## config.mk

```make
export PLATFORM = sky130hd
export DESIGN_NAME = i2c_master_bit_engine_unit
export DESIGN_NICKNAME = d
export VERILOG_FILES = /design/src/sv/i2cm_pkg.sv /design/src/sv/i2c_master_bit_engine_unit.sv /design/src/sv/i2cm_input_stage.sv /design/src/sv/i2cm_engine.sv
export SDC_FILE = /design/constraint.sdc
export NUM_CORES = 1
export LEC_CHECK = 0
export ABC_AREA = 1
export BUFFER_PORTS_ARGS = -buffer_cell sky130_fd_sc_hd__buf_2
export CORE_AREA = 4 4 132 134
export CTS_BUF_LIST = sky130_fd_sc_hd__clkbuf_2
export DETAILED_ROUTE_END_ITERATION = 12
export DIE_AREA = 0 0 136 138
export PLACE_DENSITY = 0.53
export SLEW_MARGIN = 25
export SYNTH_ARGS = -nofsm -noshare
export SYNTH_HDL_FRONTEND = slang
export SYNTH_SLANG_ARGS = --single-unit
```

## constraint.sdc

```tcl
create_clock -name clk -period 8.7 [get_ports clk]
set_input_delay 0.435 -clock clk [delete_from_list [all_inputs] [get_ports clk]]
set_output_delay 0.435 -clock clk [all_outputs]
set_load 0.01 [all_outputs]
```

## src/sv/i2cm_pkg.sv

```systemverilog
package i2cm_pkg;

  // Default width of the quarter-period register
  localparam int DELAY_BITS_DEFAULT = 10;
  // Quarter-period delay after reset
  localparam int RESET_DELAY = 25;
  // Clocks sent by bus recovery before the stop
  localparam logic [3:0] RECOVERY_CLOCKS = 4'd9;
  // Bits in one byte on the bus
  localparam logic [3:0] BYTE_BITS = 4'd8;

  typedef enum logic [2:0] {
    CMD_RECOVER = 3'd0,
    CMD_START   = 3'd1,
    CMD_WRITE   = 3'd2,
    CMD_READ    = 3'd3,
    CMD_STOP    = 3'd4
  } cmd_t;

  typedef enum logic [4:0] {
    PH_IDLE      = 5'd0,
    PH_REC_LOW   = 5'd1,
    PH_REC_HIGH  = 5'd2,
    PH_START     = 5'd3,
    PH_BIT_LOW   = 5'd4,
    PH_BIT_SET   = 5'd5,
    PH_BIT_HIGH  = 5'd6,
    PH_ACK_LOW   = 5'd7,
    PH_ACK_HIGH  = 5'd8,
    PH_ACK_RETRY = 5'd9,
    PH_RD_LOW    = 5'd10,
    PH_RD_HIGH   = 5'd11,
    PH_RA_LOW    = 5'd12,
    PH_RA_HIGH   = 5'd13,
    PH_STOP_LOW  = 5'd14,
    PH_STOP_HIGH = 5'd15,
    PH_STOP_END  = 5'd16
  } phase_t;

  // One tick as offered on the input channel
  typedef struct packed {
    logic       cmd_valid;
    logic [2:0] mode;
    logic [6:0] target_address;
    logic       read_not_write;
    logic [7:0] tx_byte;
    logic       ack_after_read;
    logic       scl_in;
    logic       sda_in;
  } item_t;

  // Result of one tick
  typedef struct packed {
    logic       scl_drive_low;
    logic       sda_drive_low;
    logic       busy_res;
    logic       done_res;
    logic [7:0] rx_byte;
    logic       nack_error;
  } result_t;

endpackage

```

## src/sv/i2c_master_bit_engine_unit.sv

```systemverilog
// Channel   Handshake                Payload
// in        in_valid / in_ready      cmd_valid mode target_address read_not_write
//                                    tx_byte ack_after_read scl_in sda_in
// out       out_valid / out_ready    scl_drive_low sda_drive_low busy_res done_res
//                                    rx_byte nack_error
// cfg       cfg_we                   cfg_wdata (quarter delay)
//
// One tick per cycle while the output is not stalled: a tick enters the input register,
// then one pass of engine logic updates the bus state and loads the result register.
// The engine state register advances with each tick that moves into the result register.
// rst is synchronous and active high; the quarter delay comes back at 25.
// A stalled output holds the result register and, behind it, the input register.
module i2c_master_bit_engine_unit #(
  parameter int DELAY_BITS = i2cm_pkg::DELAY_BITS_DEFAULT
) (
  input  logic                  clk,
  input  logic                  rst,
  input  logic                  cfg_we,
  input  logic [DELAY_BITS-1:0] cfg_wdata,
  input  logic                  in_valid,
  output logic                  in_ready,
  input  logic                  cmd_valid,
  input  logic [2:0]            mode,
  input  logic [6:0]            target_address,
  input  logic                  read_not_write,
  input  logic [7:0]            tx_byte,
  input  logic                  ack_after_read,
  input  logic                  scl_in,
  input  logic                  sda_in,
  output logic                  out_valid,
  input  logic                  out_ready,
  output logic                  scl_drive_low,
  output logic                  sda_drive_low,
  output logic                  busy_res,
  output logic                  done_res,
  output logic [7:0]            rx_byte,
  output logic                  nack_error
);

  i2cm_pkg::item_t   in_item;
  i2cm_pkg::item_t   item;
  i2cm_pkg::result_t result;
  logic              drain_ready;
  logic              take;

  // Gather the input fields
  always_comb begin
    in_item.cmd_valid      = cmd_valid;
    in_item.mode           = mode;
    in_item.target_address = target_address;
    in_item.read_not_write = read_not_write;
    in_item.tx_byte        = tx_byte;
    in_item.ack_after_read = ack_after_read;
    in_item.scl_in         = scl_in;
    in_item.sda_in         = sda_in;
  end

  // Result register can load when empty or being drained
  assign drain_ready = ~out_valid | out_ready;

  i2cm_input_stage u_input (
    .clk         (clk),
    .rst         (rst),
    .in_valid    (in_valid),
    .in_ready    (in_ready),
    .in_item     (in_item),
    .drain_ready (drain_ready),
    .take        (take),
    .item        (item)
  );

  i2cm_engine #(
    .DELAY_BITS (DELAY_BITS)
  ) u_engine (
    .clk       (clk),
    .rst       (rst),
    .cfg_we    (cfg_we),
    .cfg_wdata (cfg_wdata),
    .take      (take),
    .item      (item),
    .result    (result)
  );

  // Output valid flag
  always_ff @(posedge clk) begin
    if (rst) begin
      out_valid <= 1'b0;
    end else if (take) begin
      out_valid <= 1'b1;
    end else if (out_ready) begin
      out_valid <= 1'b0;
    end
  end

  // Result payload register
  always_ff @(posedge clk) begin
    if (take) begin
      scl_drive_low <= result.scl_drive_low;
      sda_drive_low <= result.sda_drive_low;
      busy_res      <= result.busy_res;
      done_res      <= result.done_res;
      rx_byte       <= result.rx_byte;
      nack_error    <= result.nack_error;
    end
  end

endmodule

```

## src/sv/i2cm_input_stage.sv

```systemverilog
module i2cm_input_stage (
  input  logic            clk,
  input  logic            rst,
  input  logic            in_valid,
  output logic            in_ready,
  input  i2cm_pkg::item_t in_item,
  input  logic            drain_ready,
  output logic            take,
  output i2cm_pkg::item_t item
);

  logic s1_valid;
  logic accept;

  // Free the stage when it is empty or its tick moves on this cycle
  assign take     = s1_valid & drain_ready;
  assign in_ready = ~s1_valid | drain_ready;
  assign accept   = in_valid & in_ready;

  // Hold the occupancy flag
  always_ff @(posedge clk) begin
    if (rst) begin
      s1_valid <= 1'b0;
    end else if (accept) begin
      s1_valid <= 1'b1;
    end else if (take) begin
      s1_valid <= 1'b0;
    end
  end

  // Capture the tick on each transfer
  always_ff @(posedge clk) begin
    if (accept) begin
      item <= in_item;
    end
  end

endmodule

```

## src/sv/i2cm_engine.sv

```systemverilog
module i2cm_engine #(
  parameter int DELAY_BITS = i2cm_pkg::DELAY_BITS_DEFAULT
) (
  input  logic                  clk,
  input  logic                  rst,
  input  logic                  cfg_we,
  input  logic [DELAY_BITS-1:0] cfg_wdata,
  input  logic                  take,
  input  i2cm_pkg::item_t       item,
  output i2cm_pkg::result_t     result
);

  localparam int CW = DELAY_BITS + 1;

  logic [DELAY_BITS-1:0] quarter_delay;
  i2cm_pkg::phase_t      phase, phase_next;
  i2cm_pkg::cmd_t        current_command, current_command_next;
  logic [CW-1:0]         delay_count, delay_count_next;
  logic [3:0]            bit_count, bit_count_next;
  logic [7:0]            shift_reg, shift_reg_next;
  logic [3:0]            recovery_count, recovery_count_next;
  logic                  ack_choice, ack_choice_next;
  logic [7:0]            received_byte, received_byte_next;
  logic                  nack_flag, nack_flag_next;
  logic                  scl_drive, scl_drive_next;
  logic                  sda_drive, sda_drive_next;
  logic                  done;

  logic [DELAY_BITS-1:0] d;
  logic [CW-1:0]         d_ext;
  logic [CW-1:0]         d2;
  logic [CW-1:0]         dc_inc;
  logic                  past_d;
  logic                  past_d2;
  logic                  high_ok;

  // Configuration register
  always_ff @(posedge clk) begin
    if (rst) begin
      quarter_delay <= DELAY_BITS'(i2cm_pkg::RESET_DELAY);
    end else if (cfg_we) begin
      quarter_delay <= cfg_wdata;
    end
  end

  // Phase timing: a zero delay counts as one, counter saturates at two quarters
  assign d       = (quarter_delay == '0) ? DELAY_BITS'(1) : quarter_delay;
  assign d_ext   = {1'b0, d};
  assign d2      = {d, 1'b0};
  assign dc_inc  = (delay_count < d2) ? delay_count + CW'(1) : delay_count;
  assign past_d  = dc_inc >= d_ext;
  assign past_d2 = dc_inc >= d2;
  assign high_ok = past_d2 & item.scl_in;

  // Next state for one tick
  always_comb begin
    phase_next           = phase;
    current_command_next = current_command;
    delay_count_next     = delay_count;
    bit_count_next       = bit_count;
    shift_reg_next       = shift_reg;
    recovery_count_next  = recovery_count;
    ack_choice_next      = ack_choice;
    received_byte_next   = received_byte;
    nack_flag_next       = nack_flag;
    scl_drive_next       = scl_drive;
    sda_drive_next       = sda_drive;
    done                 = 1'b0;

    if (phase == i2cm_pkg::PH_IDLE) begin
      // Take a command; unknown modes are dropped
      if (item.cmd_valid && item.mode <= i2cm_pkg::CMD_STOP) begin
        current_command_next = i2cm_pkg::cmd_t'(item.mode);
        delay_count_next     = '0;
        case (item.mode)
          i2cm_pkg::CMD_RECOVER: begin
            recovery_count_next = '0;
            sda_drive_next      = 1'b0;
            scl_drive_next      = 1'b1;
            phase_next          = i2cm_pkg::PH_REC_LOW;
          end
          i2cm_pkg::CMD_START: begin
            nack_flag_next = 1'b0;
            shift_reg_next = {item.target_address, item.read_not_write};
            bit_count_next = '0;
            scl_drive_next = 1'b0;
            sda_drive_next = 1'b1;
            phase_next     = i2cm_pkg::PH_START;
          end
          i2cm_pkg::CMD_WRITE: begin
            nack_flag_next = 1'b0;
            shift_reg_next = item.tx_byte;
            bit_count_next = '0;
            scl_drive_next = 1'b1;
            phase_next     = i2cm_pkg::PH_BIT_LOW;
          end
          i2cm_pkg::CMD_READ: begin
            ack_choice_next = item.ack_after_read;
            shift_reg_next  = '0;
            bit_count_next  = '0;
            scl_drive_next  = 1'b1;
            phase_next      = i2cm_pkg::PH_RD_LOW;
          end
          default: begin
            scl_drive_next = 1'b1;
            phase_next     = i2cm_pkg::PH_STOP_LOW;
          end
        endcase
      end
    end else begin
      delay_count_next = dc_inc;
      unique case (phase)
        i2cm_pkg::PH_REC_LOW: begin
          if (past_d) begin
            scl_drive_next   = 1'b0;
            phase_next       = i2cm_pkg::PH_REC_HIGH;
            delay_count_next = '0;
          end
        end
        i2cm_pkg::PH_REC_HIGH: begin
          if (high_ok) begin
            recovery_count_next = recovery_count + 4'd1;
            scl_drive_next      = 1'b1;
            delay_count_next    = '0;
            phase_next = (recovery_count_next >= i2cm_pkg::RECOVERY_CLOCKS)
                         ? i2cm_pkg::PH_STOP_LOW : i2cm_pkg::PH_REC_LOW;
          end
        end
        i2cm_pkg::PH_START: begin
          if (past_d) begin
            scl_drive_next   = 1'b1;
            phase_next       = i2cm_pkg::PH_BIT_LOW;
            delay_count_next = '0;
          end
        end
        i2cm_pkg::PH_BIT_LOW: begin
          if (past_d) begin
            sda_drive_next   = ~shift_reg[7];
            phase_next       = i2cm_pkg::PH_BIT_SET;
            delay_count_next = '0;
          end
        end
        i2cm_pkg::PH_BIT_SET: begin
          if (past_d) begin
            scl_drive_next   = 1'b0;
            phase_next       = i2cm_pkg::PH_BIT_HIGH;
            delay_count_next = '0;
          end
        end
        i2cm_pkg::PH_BIT_HIGH: begin
          if (high_ok) begin
            shift_reg_next   = {shift_reg[6:0], 1'b0};
            bit_count_next   = bit_count + 4'd1;
            scl_drive_next   = 1'b1;
            delay_count_next = '0;
            if (bit_count_next >= i2cm_pkg::BYTE_BITS) begin
              sda_drive_next = 1'b0;
              phase_next     = i2cm_pkg::PH_ACK_LOW;
            end else begin
              phase_next = i2cm_pkg::PH_BIT_LOW;
            end
          end
        end
        i2cm_pkg::PH_ACK_LOW: begin
          if (past_d2) begin
            scl_drive_next   = 1'b0;
            phase_next       = i2cm_pkg::PH_ACK_HIGH;
            delay_count_next = '0;
          end
        end
        i2cm_pkg::PH_ACK_HIGH: begin
          // First ack sample at the end of the high phase
          if (high_ok) begin
            if (!item.sda_in) begin
              scl_drive_next = 1'b1;
              phase_next     = i2cm_pkg::PH_IDLE;
              done           = 1'b1;
            end else begin
              phase_next       = i2cm_pkg::PH_ACK_RETRY;
              delay_count_next = '0;
            end
          end
        end
        i2cm_pkg::PH_ACK_RETRY: begin
          // Second ack sample one quarter later; a nack on the address sends a stop
          if (past_d) begin
            if (!item.sda_in) begin
              scl_drive_next = 1'b1;
              phase_next     = i2cm_pkg::PH_IDLE;
              done           = 1'b1;
            end else begin
              nack_flag_next = 1'b1;
              if (current_command == i2cm_pkg::CMD_START) begin
                scl_drive_next   = 1'b1;
                phase_next       = i2cm_pkg::PH_STOP_LOW;
                delay_count_next = '0;
              end else begin
                phase_next = i2cm_pkg::PH_IDLE;
                done       = 1'b1;
              end
            end
          end
        end
        i2cm_pkg::PH_RD_LOW: begin
          if (past_d) begin
            sda_drive_next   = 1'b0;
            scl_drive_next   = 1'b0;
            phase_next       = i2cm_pkg::PH_RD_HIGH;
            delay_count_next = '0;
          end
        end
        i2cm_pkg::PH_RD_HIGH: begin
          if (high_ok) begin
            shift_reg_next   = {shift_reg[6:0], item.sda_in};
            bit_count_next   = bit_count + 4'd1;
            scl_drive_next   = 1'b1;
            delay_count_next = '0;
            if (bit_count_next >= i2cm_pkg::BYTE_BITS) begin
              received_byte_next = shift_reg_next;
              phase_next         = i2cm_pkg::PH_RA_LOW;
            end else begin
              phase_next = i2cm_pkg::PH_RD_LOW;
            end
          end
        end
        i2cm_pkg::PH_RA_LOW: begin
          if (past_d) begin
            sda_drive_next   = ack_choice;
            scl_drive_next   = 1'b0;
            phase_next       = i2cm_pkg::PH_RA_HIGH;
            delay_count_next = '0;
          end
        end
        i2cm_pkg::PH_RA_HIGH: begin
          if (high_ok) begin
            phase_next = i2cm_pkg::PH_IDLE;
            done       = 1'b1;
          end
        end
        i2cm_pkg::PH_STOP_LOW: begin
          if (past_d) begin
            sda_drive_next   = 1'b1;
            scl_drive_next   = 1'b0;
            phase_next       = i2cm_pkg::PH_STOP_HIGH;
            delay_count_next = '0;
          end
        end
        i2cm_pkg::PH_STOP_HIGH: begin
          if (high_ok) begin
            sda_drive_next   = 1'b0;
            phase_next       = i2cm_pkg::PH_STOP_END;
            delay_count_next = '0;
          end
        end
        i2cm_pkg::PH_STOP_END: begin
          if (past_d) begin
            phase_next = i2cm_pkg::PH_IDLE;
            done       = 1'b1;
          end
        end
        default: begin
          phase_next = i2cm_pkg::PH_IDLE;
        end
      endcase
    end
  end

  // Advance the engine state once per tick
  always_ff @(posedge clk) begin
    if (rst) begin
      phase           <= i2cm_pkg::PH_IDLE;
      current_command <= i2cm_pkg::CMD_RECOVER;
      delay_count     <= '0;
      bit_count       <= '0;
      shift_reg       <= '0;
      recovery_count  <= '0;
      ack_choice      <= 1'b0;
      received_byte   <= '0;
      nack_flag       <= 1'b0;
      scl_drive       <= 1'b0;
      sda_drive       <= 1'b0;
    end else if (take) begin
      phase           <= phase_next;
      current_command <= current_command_next;
      delay_count     <= delay_count_next;
      bit_count       <= bit_count_next;
      shift_reg       <= shift_reg_next;
      recovery_count  <= recovery_count_next;
      ack_choice      <= ack_choice_next;
      received_byte   <= received_byte_next;
      nack_flag       <= nack_flag_next;
      scl_drive       <= scl_drive_next;
      sda_drive       <= sda_drive_next;
    end
  end

  // Result of this tick, taken from the state after it
  always_comb begin
    result.scl_drive_low = scl_drive_next;
    result.sda_drive_low = sda_drive_next;
    result.busy_res      = (phase_next != i2cm_pkg::PH_IDLE);
    result.done_res      = done;
    result.rx_byte       = received_byte_next;
    result.nack_error    = nack_flag_next;
  end

endmodule

```

# Yosys cells after proc, flatten, opt, wreduce, memory -nomap -nowiden
# Index checks and enable logic that the tools add are counted.
[word_totals]
reg_bits = 95
in_bits = 38
out_inout_bits = 15
word_cells = 196
[classes]
n_addsub = 3
n_lt_le_gt_ge = 6
n_eq_ne = 26
n_mux = 101
n_bitwise = 8
reduce_logical = 24
[ops]
columns = ["cell", "count"]
rows = [
  ["11-bit two-way mux", 11],
  ["5-bit two-way mux", 19],
  ["5-bit case mux with 16 select lines", 1],
  ["8-bit two-way mux", 8],
  ["11-bit case mux with 5 select lines", 1],
  ["4-bit two-way mux", 13],
  ["5-bit by 4-bit equality test with 1-bit output (second input constant)", 8],
  ["1-bit two-way mux", 38],
  ["8-bit case mux with 3 select lines", 1],
  ["5-bit by 3-bit equality test with 1-bit output (second input constant)", 4],
  ["4-bit case mux with 4 select lines", 1],
  ["8-bit case mux with 2 select lines", 1],
  ["1-bit case mux with 6 select lines", 2],
  ["11-bit by 1-bit adder with 11-bit output (second input constant)", 1],
  ["11-bit by 10-bit >= comparator with 1-bit output", 1],
  ["11-bit >= comparator", 1],
  ["11-bit < comparator", 1],
  ["5-bit by 2-bit equality test with 1-bit output (second input constant)", 2],
  ["10-bit logical NOT", 1],
  ["10-bit two-way mux", 1],
  ["5-bit AND reduction", 2],
  ["2-bit nonzero test", 5],
  ["4-bit by 1-bit adder with 4-bit output (second input constant)", 2],
  ["4-bit >= comparator (second input constant)", 2],
  ["29 further kinds", 41],
]

# Depth between registers and ports, before layout
[depth]
ltp_word = 10
mapped_depth = 32
depth_no_buf = 32

# Cells and area by module
# A second synthesis with hierarchy kept.
[unflattened]
cells_unflattened = 725
area_unflattened_um2 = 5677.9
[by_module_without_submodules]
columns = ["mod", "instances", "cells_per_inst", "area_each_um2", "seq_area_each_um2"]
rows = [
  ["i2cm_engine", 1, 676, 4499.3, 1141.1],
  ["i2cm_input_stage", 1, 31, 745.7, 710.7],
  ["i2c_master_bit_engine_unit", 1, 18, 432.9, 410.4],
]

# Worst setup path after synthesis
# Ideal clock, no wire load.
[synth_timing]
path_type = "register to register"
startpoint = "reg u_engine.quarter_delay[5]"
endpoint = "reg busy_res, data pin"
setup_time_ns = 0.254
arrival_ns = 3.458
t_required_ns = 8.446
path_slack_ns = 4.987
stages_incl_launch_ff = 26
n_path_buf = 1
period_less_slack_ns = 3.713
cell_sequence = "dfxtp_1 inv_1 ha_1 a21oi_1 o21a_1 nor2_1 nor2_1 nand3_2 nor2_1 nand2_1 nor2_1 xor2_1 inv_1 ha_1 nand2_1 nor4_1 nand2_4 nand2_8 nand2_8 buf_6 nand2_2 nand2_1 o21ai_2 nand3_1 nor2_1 nand2_1"
[synth_lines]
columns = ["element", "line_no", "source"]
rows = [
  ["from (decl)", "i2cm_engine.sv:15", "logic [DELAY_BITS-1:0] quarter_delay;"],
  ["from (signal assigned)", "i2cm_engine.sv:40", "quarter_delay <= DELAY_BITS'(i2cm_pkg::RESET_DELAY);"],
  ["from (signal assigned)", "i2cm_engine.sv:42", "quarter_delay <= cfg_wdata;"],
  ["to (signal assigned)", "i2c_master_bit_engine_unit.sv:100", "busy_res <= result.busy_res;"],
  ["to (decl)", "i2c_master_bit_engine_unit.sv:34", "output logic busy_res,"],
]

# Worst setup path after layout
[layout_timing]
startpoint = "reg u_engine.delay_count[6]"
endpoint = "reg u_engine.delay_count[0]"
[layout_between]
elab_chain_len = 7
word_cells_on_any_way = 16
classes_between = "add/sub (1); order compare (3); mux (11); bitwise (1)"
[layout_rtl]
columns = ["element", "line_no", "source"]
rows = [
  ["from (decl)", "i2cm_engine.sv:18", "logic [CW-1:0] delay_count, delay_count_next;"],
  ["from (signal assigned)", "i2cm_engine.sv:285", "delay_count <= delay_count_next;"],
  ["11-bit by 1-bit adder with 11-bit output or 11-bit < comparator (tied branches)", "i2cm_engine.sv:50", "assign dc_inc = (delay_count < d2) ? delay_count + CW'(1) : delay_count;"],
  ["11-bit two-way mux (*)", "i2cm_engine.sv:50", ""],
  ["11-bit >= comparator or 11-bit two-way mux (tied branches)", "i2cm_engine.sv:52, i2cm_engine.sv:193", ""],
  ["1-bit AND or 11-bit two-way mux (tied branches)", "i2cm_engine.sv:53, i2cm_engine.sv:187", ""],
  ["11-bit two-way mux (on tied branches)", "--", ""],
  ["11-bit case mux with 5 select lines (*)", "i2cm_engine.sv:112", "unique case (phase)"],
  ["11-bit two-way mux (*)", "i2cm_engine.sv:70", "if (phase == i2cm_pkg::PH_IDLE) begin"],
]
# Mark *: on every way between the ends. The rest lies on a longest branch, timed or not.
# A chain may end at the register's enable or synchronous reset.

==> flow_metrics.py <==
metrics = {
    "outcome": {
        "outcome": "completed",
    },
    "logic_synthesis": {
        "yosys-top-cells-area": "dfxtp_1 21%, edfxtp_1 19%, nand2_1 8.2%, a21oi_1 7.5%, ha_1 7.4%",
        "synthFlopType": "dfxtp_1",
        "synthDistinctLibCells": 46,
        "synthTopCellsByCount": "123 x nand2_1, 105 x inv_1, 84 x a21oi_1",
        "synth_compound_area_share_pct": 17.4,
        "synth_warnings": 0,
        "synth_edf_count": 36,
        "synthArstFlopShare_pct": 0,
        "synthMuxAreaShare_pct": 0,
        "synth_top_family_by_area": "simple AND/OR/NAND/NOR gates",
        "yosysTopAreaCell": "dfxtp_1",
        "syn-instance-count": 726,
        "synthXorXnorAreaFrac_pct": 1.72,
        "synth_top_area_share_pct": 21.0,
        "ys_ff_latch": 95,
        "yosys.cell_count.top_type": "nand2_1",
        "synth-simple-area-share_pct": 23.7,
        "ys_seq_area_share_pct": 40.3,
        "synth.cell_area_sq_um": 5610,
        "synth_adder_area_share_pct": 7.36,
        "synth_nets": 797,
        "syn_area_per_cell_sq_um": 7.73,
    },
    "global_route": {
        "track_usage_pct": 15.2,
        "grt_pass1_wl_mm": 23.0,
        "globalRouteOverflowTotal": 0,
        "grt_max_degree": 37,
        "antenna_found_initial": 0,
        "first_global_vias": 4638,
    },
    "layout": {
        "top_regs": "u_input.item (23), u_engine.delay_count (11), u_engine.quarter_delay (10)",
        "insertedDiodeCount": 0,
        "nNetsFinal": 868,
        "fin_util_pct": 39.5,
        "drive_above_1_share_pct": 15.2,
        "largest_reg_flops": 23,
        "final_cells": 1022,
        "fill_cells": 1697,
        "syn2layout_area_growth_pct": 14.7,
        "stdcell_area_sq_um": 6440,
        "top_register": "u_input.item",
    },
    "worst_setup_path": {
        "rr_worst_depth": 21,
        "crit_family": "simple AND/OR/NAND/NOR gates",
        "path_cells": "ha_1, a21oi_1, o21a_1, nor2_1, nor2_1, nand3_2, nor2_1, nand2_1, nor2_1, xor2_1, inv_1, ha_1, nand2_1, nor4_1, nand2_4, nand3_1, inv_2, nor3_2, nand3_2, nand3b_1, a21oi_1",
        "crit_buf_inv": 2,
        "startpoint_type": "flip-flop",
        "r2r_end": "u_engine.delay_count[0]",
        "endpoint_kind": "flip-flop",
        "max_stage_delay_ps": 520,
        "rrSetupSlack_ps": 4350,
        "arrival_ps": 4810,
        "crit_type": "flip-flop to flip-flop",
        "required_ps": 9160,
        "path_max_fanout": 11,
        "reg2reg_from": "u_engine.delay_count[6]",
        "cpMostUsedCell": "nor2_1",
        "cpMaxStageDelayCell": "nor4_1",
    },
    "place": {
        "hpwl_mm": 10.2,
        "gp_congestion": 0.899,
        "place_area_sq_um": 6050,
        "dp_cells": 981,
        "port_buffers": 52,
    },
    "route": {
        "route.detailed.drc": 0,
        "dr_total_vias": 4789,
        "ant_nets": 0,
        "wl_per_cell_um": 13.4,
        "wl_mm": 13.7,
        "drtIter0Drc": 227,
        "first_pass_iters": 4,
        "viasPerCell": 4.69,
    },
    "clock_tree": {
        "cts_sinks": 95,
        "cts_tree": "done",
        "clk_latency_ps": 610,
        "cts-root-buf": "clkbuf_2",
        "cts_buffers": 9,
        "ctsHoldBuffers": 24,
        "cts_max_level": 3,
        "clockBufferDepth": 2,
        "ctsResizeCount": 0,
        "path_clk_slew_ps": 280,
        "cts_setup_buffers": 0,
    },
    "floorplan": {
        "io_pins": 53,
        "rows": 47,
        "dieArea_sq_um": 18800,
        "coreArea_sq_um": 16300,
        "die_y_um": 138,
        "initial_utilization_pct": 34.5,
        "die_w_um": 136,
    },
    "pwr": {
        "p_leak_nw": 2.90,
        "p_int_uw": 617,
        "p_seq_share_pct": 55.3,
        "clkPwrFrac_pct": 26.5,
        "switching_power_uw": 285,
        "pwr_density_cell_nw_per_um2": 140,
        "pwr-share-comb_pct": 18.1,
        "vdd_drop_max_mv": 0.102,
        "switching_share_pct": 31.6,
    },
    "sta": {
        "finalSetupViolCount": 0,
        "period_needed_ps": 4350,
        "grt_setup_unrepaired": "false",
        "setup_tns_ps": 0,
        "fmax_mhz": 230,
        "timing.hold.ws_ps": 69.0,
        "worstMarginPinSlew_ps": 850,
        "finalCritPeriodShare_pct": 50.0,
        "skew_ps": 40.9,
        "max_slew_margin_pct": 43.0,
        "hold_viol": 0,
        "maxSlewViolCount": 0,
    },
    "flow_run": {
        "cap_violations": 0,
    },
    "hold_path": {
        "min_delay_path_depth": 3,
        "hold_end": "u_engine.quarter_delay[3]",
        "min_from": "cfg_wdata[3]",
        "hp-class": "primary input to flip-flop",
    },
}
-- metal layers --
layer	vias up	part of all wire (%)	GRT usage [%]
met2	88	47	25.0
met3	14	3.6	3.60
met5	-	0	0
li1	2559	-	-
met1	2128	49	20.4
met4	0	1.1	2.86
-- worst reg2reg max path: cells and delay by family, from the launching register on --
kind | cells | cell delay (ps)
simple gates | 13 | 2480
fa+ha+maj | 2 | 560
flops | 1 | 510
compound gates | 3 | 350
buf+inv | 2 | 180
xor+xnor | 1 | 150
-- worst max-delay path by stage --
stage / start / end / depth (start not counted)
4_1_cts: u_engine.delay_count[6] / u_engine.delay_count[0] / 21
3_5_place_dp: u_engine.quarter_delay[5] / u_engine.delay_count[0] / 22
5_1_grt: u_engine.delay_count[6] / u_engine.delay_count[0] / 21
3_3_place_gp: u_engine.quarter_delay[5] / u_engine.delay_count[0] / 22
2_1_floorplan: u_engine.quarter_delay[5] / busy_res / 25
6_report: u_engine.delay_count[6] / u_engine.delay_count[0] / 21
-- power by group through the flow --
stage / Sequential [mW] / Clock (mW) / Combinational (mW)
CTS: 0.500 / 0.251 / 0.164
finish: 0.500 / 0.239 / 0.164
detailed placement: 0.509 / 0 / 0.155
floorplan: 0.507 / 0 / 0.113
global placement: 0.509 / 0 / 0.156
global route: 0.503 / 0.270 / 0.188
-- cell families after synthesis --
| family | count (synthesis) |
|---|---|
| flops | 95 |
| simple gates | 279 |
| compound gates | 175 |
| xor+xnor | 11 |
| buf+inv | 133 |
| fa+ha+maj | 33 |
-- final cells by class --
| type | instances | area, sq um | area share, % |
|---|---|---|---|
| inverter | 115 | 432 | 6.71 |
| timing repair buffer | 78 | 518 | 8.05 |
| tap | 220 | 275 | 4.28 |
| sequential | 95 | 2260 | 35.1 |
| clock inverter | 7 | 87.6 | 1.36 |
| clock buffer | 9 | 45.0 | 0.700 |
| multi-input combinational | 498 | 2820 | 43.8 |
-- cells in the final DEF, fill, tap and decap left out, types with 9 or more instances in the layout --
master and n:
nand2_1 123, inv_1 105, a21oi_1 84, nor2_1 69
dfxtp_1 59, buf_2 52, o21ai_0 42, edfxtp_1 36
ha_1 33, nand3_1 30, dlygate4sd3_1 25, o21ai_1 16
nand3_2 13, xor2_1 10, nand2_2 10, o21ai_2 10
clkbuf_2 9
-- per-stage QoR --
| step | power [mW] | worst slack [ps] |
|---|---|---|
| floorplan | 0.620 | 4990 |
| global placement | 0.665 | 4390 |
| detailed placement | 0.664 | 4350 |
| CTS | 0.915 | 4270 |
| global route | 0.960 | 3830 |
| finish | 0.903 | 4350 |
Note: power is estimated with default switching activity, not from simulation.
